### config.mk
export PLATFORM = sky130hd
export DESIGN_NAME = pit3d_diff
export DESIGN_NICKNAME = d
export VERILOG_FILES = /design/src/pit3d_pkg.sv /design/src/pit3d_diff.sv
export SDC_FILE = /design/constraint.sdc
export NUM_CORES = 1
export LEC_CHECK = 0
export ABC_CLOCK_PERIOD_IN_PS = 900
export BUFFER_PORTS_ARGS = -buffer_cell sky130_fd_sc_hd__buf_2
export CORE_ASPECT_RATIO = 0.9
export CORE_UTILIZATION = 35
export CTS_BUF_LIST = sky130_fd_sc_hd__clkbuf_8
export DETAILED_ROUTE_END_ITERATION = 16
export PLACE_DENSITY = 0.59
export SETUP_SLACK_MARGIN = 0.5
export SLEW_MARGIN = 20
export SYNTH_ARGS = -nofsm -noshare
export SYNTH_HDL_FRONTEND = slang
export SYNTH_SLANG_ARGS = --single-unit
### constraint.sdc
create_clock -name clk -period 0.9 [get_ports clk]
set_input_delay 0.09 -clock clk [delete_from_list [all_inputs] [get_ports clk]]
set_output_delay 0.09 -clock clk [all_outputs]
set_load 0.005 [all_outputs]
### src/pit3d_pkg.sv
// Shared constants and width helpers for the 3D point-in-triangle pipeline.
`default_nettype none

package pit3d_pkg;

    localparam int COORD_BITS_DEF = 16;
    localparam int NUM_AXES       = 3;
    localparam int NUM_EDGES      = 3;

    // cyclic successor / predecessor of a vertex or axis index
    localparam int NEXT_IDX [3] = '{1, 2, 0};
    localparam int PREV_IDX [3] = '{2, 0, 1};

    // coordinate differences carry one extra bit
    function automatic int diff_bits(input int coord_bits);
        return coord_bits + 1;
    endfunction

    // cross product of two differences: two products and a subtract
    function automatic int cross_bits(input int coord_bits);
        return 2 * coord_bits + 3;
    endfunction

endpackage

`default_nettype wire

### src/pit3d_diff.sv
// Stage 1: edge vectors and vertex-to-query vectors.
`default_nettype none

module pit3d_diff
    import pit3d_pkg::*;
#(
    parameter int COORD_BITS = COORD_BITS_DEF
)
(
    input  logic                                         clk,
    input  logic                                         rst_n,
    input  logic                                         in_valid,
    input  logic signed [COORD_BITS-1:0]                 vert   [NUM_EDGES][NUM_AXES],
    input  logic signed [COORD_BITS-1:0]                 query  [NUM_AXES],
    output logic                                         out_valid,
    output logic signed [diff_bits(COORD_BITS)-1:0]      edge_v [NUM_EDGES][NUM_AXES],
    output logic signed [diff_bits(COORD_BITS)-1:0]      rel_v  [NUM_EDGES][NUM_AXES]
);

    localparam int D = diff_bits(COORD_BITS);

    logic                valid_reg;
    logic signed [D-1:0] edge_reg  [NUM_EDGES][NUM_AXES];
    logic signed [D-1:0] rel_reg   [NUM_EDGES][NUM_AXES];
    logic signed [D-1:0] edge_next [NUM_EDGES][NUM_AXES];
    logic signed [D-1:0] rel_next  [NUM_EDGES][NUM_AXES];

    always_comb
    begin
        for (int k = 0; k < NUM_EDGES; k++)
        begin
            for (int c = 0; c < NUM_AXES; c++)
            begin
                // edge k runs from vertex k to the next vertex
                edge_next[k][c] = D'(vert[NEXT_IDX[k]][c]) - D'(vert[k][c]);
                rel_next[k][c]  = D'(query[c]) - D'(vert[k][c]);
            end
        end
    end

    always_ff @(posedge clk or negedge rst_n)
    begin
        if (!rst_n)
        begin
            valid_reg <= 1'b0;
        end
        else
        begin
            valid_reg <= in_valid;
        end
    end

    always_ff @(posedge clk)
    begin
        edge_reg <= edge_next;
        rel_reg  <= rel_next;
    end

    assign out_valid = valid_reg;
    assign edge_v    = edge_reg;
    assign rel_v     = rel_reg;

endmodule

`default_nettype wire

==> metrics <==
fin area 0.0389 mm²; post-DR vias/cell 5.05; Syn Area/Cell 8.64 µm²; worst setup margin -0.550 ns; die height 231 µm; Final Core Density 67.9%; H-tree levels 2; RSZ-0062 raised after global routing true; synth warn 0; worst-margin pin slew 0.445 ns; port bufs 501; power share of the sequential group 30.6%; gpl congestion 1.02; failing checks negative hold slack, negative setup slack; cells after synthesis 2353; clock root buffer clkbuf_8; Post-synth EDFFs 0; post-synth cell types 83; number of sinks on the clock net 307; crit-path max FO 5; global-route wire length before repair 133 mm; TritonRoute pass-1 iters 5; Period minus WS final 1.45 ns; Top Ports 502; via count 23467; grt ovf 0; status finished with violations; Total Wirelength 90.1 mm; Critical Path RT 1.46 ns; FFs w/ async S/R, synth 0.326%; power share of the clock group 25.4%; Layout Nets 4335; critical path capture point type register; Mapped Area 0.0203 mm²; largest net degree at the start of global routing 15; CP Class in2reg; worst hold slack -0.313 ns; CTS Buf Count 57; Psw 20.4 mW; row count 83; LEAKAGE 18.1 nW; CTS tree built; FF+latch count, synth 307; die width 256 µm; DR WL/cell 19.4 µm; vias in the first global route 23540; setup_tns -143.37 ns; Worst Path Arrival 2.01 ns; core area 0.0572 mm²; top_reg_cell synth dfxtp_1; max-cap violations 0; hold crit path type in2reg; Hold Fails Final Rpt 138; Finish-stage setup viols 512; final max-slew violation count 0; Post-CTS Hold Buffers 5; Synth top area share 30.1%; syn_nets 2854; Max Clk Rate 690 MHz; Final Cycle Share 161%; dpl cell area 0.0327 mm²; ranking of synthesized cells by area dfxtp_1, ha_1, xnor2_1, inv_1, a21oi_1; Startpoint Class input pin; DR iter-0 viols 1302; share of layout cells above drive strength 1 61.4%; slew margin rel. 69.9%; Int Power 39.5 mW; remaining antenna violation count after routing 0; drc violations 0; Max IR drop VDD 0.00124 V; DIE AREA 0.0591 mm²; overall power 59.9 mW; register area share after synthesis 30.2%; Comb power frac 44.0%; cell taking the most area after synthesis dfxtp_1; sw frac 34.0%; initial antenna violation count 3; PD cells 1540 mW/mm²; total global-route track usage 29.0%; HPWL after detailed placement 72.8 mm; Area Growth Syn to Fin 91.1%; CTS max path bufs 3; initial core utilization 35.5%; Reg clk slew, reported paths 0.07 ns
==> final cells by class <==
| cell class | instances | area, µm² |
|---|---|---|
| Antenna cell | 1 | 2.50 |
| Sequential cell | 307 | 6420 |
| Clock inverter | 37 | 315 |
| Timing Repair Buffer | 1458 | 11400 |
| Tap cell | 765 | 957 |
| Inverter | 252 | 1360 |
| Multi-Input combinational cell | 1758 | 17500 |
| Clock buffer | 68 | 936 |
| Fill cell | 4513 | 18400 |
==> power groups by stage <==
stage	clock network [mW]	logic [mW]	registers [mW]
finish	15.2	26.4	18.4
global route	16.1	28.2	18.5
CTS	15.5	24.5	18.1
detailed placement	0	21.6	18.0
global placement	0	21.2	18.0
floorplan	0	10.2	17.8
==> worst max-delay path, stage by stage <==
cell	delay (ns)
buf_12	0.11
inv_16	0.05
buf_6	0.08
ha_4	0.12
fa_2	0.21
nor2b_2	0.05
o31a_1	0.28
or4_4	0.44
a31oi_4	0.20
buf_12	0.15
o31ai_4	0.07
xor2_1	0.15
==> flip-flops by register name, indices dropped and copies added, names as in the netlist <==
| name | flops |
|---|---|
| out_valid | 1 |
| rel_v | 153 |
| edge_v | 153 |
==> layout by cell type (no fill, tap or decap), types with 56 or more instances in the layout <==
| master | netlist | routed |
|---|---|---|
| a21o_1 | 57 | 56 |
| a21oi_1 | 181 | 103 |
| a21oi_2 | 1 | 57 |
| buf_2 | 3 | 343 |
| buf_4 | 0 | 863 |
| buf_6 | 0 | 198 |
| clkbuf_8 | 0 | 68 |
| dfxtp_1 | 306 | 112 |
| dfxtp_2 | 0 | 183 |
| ha_1 | 288 | 144 |
| ha_4 | 0 | 131 |
| inv_1 | 252 | 182 |
| nand2_1 | 126 | 109 |
| nor2_1 | 174 | 150 |
| xnor2_1 | 150 | 122 |
==> what timing repair did <==
item                                   in CTS  in global routing
resized for setup                         679                276
setup buffers                              80                 41
setup endpoints to repair                 594                590
pin swaps                                 258                166
endpoints found under the hold margin     218                161
==> final timing paths <==
path                       startpoint         end  slack [ns]  cells after the start
max in group asynchronous       rst_n   out_valid        0.57                      3
hold / removal               vert[16]   rel_v[17]       -0.31                      3
setup / recovery            query[32]  rel_v[150]       -0.55                     12
min in group asynchronous       rst_n   out_valid        0.23                      3
==> per-layer routing <==
metal / vias up / global-route usage [%] / wire length (µm)
met4: 4 / 11.3 / 3400
met5: - / 0 / 23
met1: 11188 / 35.9 / 38300
li1: 11448 / - / -
met3: 176 / 4.21 / 4150
met2: 651 / 50.4 / 44200
==> stage by stage <==
step | setup slack [ns] | std cells | hold WS (ns)
4_1_cts | -0.462 | 4604 | -0.370
5_1_grt | -0.569 | 4646 | -0.351
3_5_place_dp | -1.31 | 4414 | -0.132
2_1_floorplan | -0.903 | 2353 | -0.206
6_report | -0.550 | 4646 | -0.313
3_3_place_gp | -1.33 | 4414 | -0.136
==> synthesized netlist by cell type (6+ instances only) <==
cell type / count
o31ai_1: 16
nand3_1: 50
fa_1: 18
o21bai_1: 12
a21o_1: 57
nor2b_1: 43
a221o_1: 6
inv_1: 252
a2111oi_0: 7
ha_1: 288
o311ai_0: 7
o21ai_0: 97
o21a_1: 56
clkbuf_1: 32
and2_1: 9
o21ai_1: 20
a211o_1: 9
nor2_1: 174
nand4_1: 22
or2_2: 6
a21boi_0: 10
a21oi_1: 181
nor3b_1: 6
a221oi_1: 11
dfxtp_1: 306
nand4b_1: 7
nand2_1: 126
o2111ai_1: 13
nor4_1: 9
a31oi_1: 32
a211oi_1: 15
o41ai_1: 12
nor3_1: 57
o31a_1: 26
mux2i_1: 6
xor2_1: 40
and3_1: 17
o211ai_1: 21
xnor2_1: 150
o22ai_1: 6
nand2b_1: 25
==> logic make-up (layout without fill, tap and decap cells) <==
group | after synthesis | count (layout) | share of synthesized area, %
multiplexers | 6 | 6 | 0.295
AO/OA/AOI/OAI | 681 | 681 | 22.8
other | 0 | 1 | 0
AND/OR/NAND/NOR | 575 | 575 | 13.7
flip-flops | 307 | 307 | 30.2
XOR/XNOR | 190 | 190 | 8.18
buffers and inverters | 288 | 1815 | 5.33
adder cells (fa/ha/maj) | 306 | 306 | 19.5
Note: power is estimated with default switching activity, not from simulation.
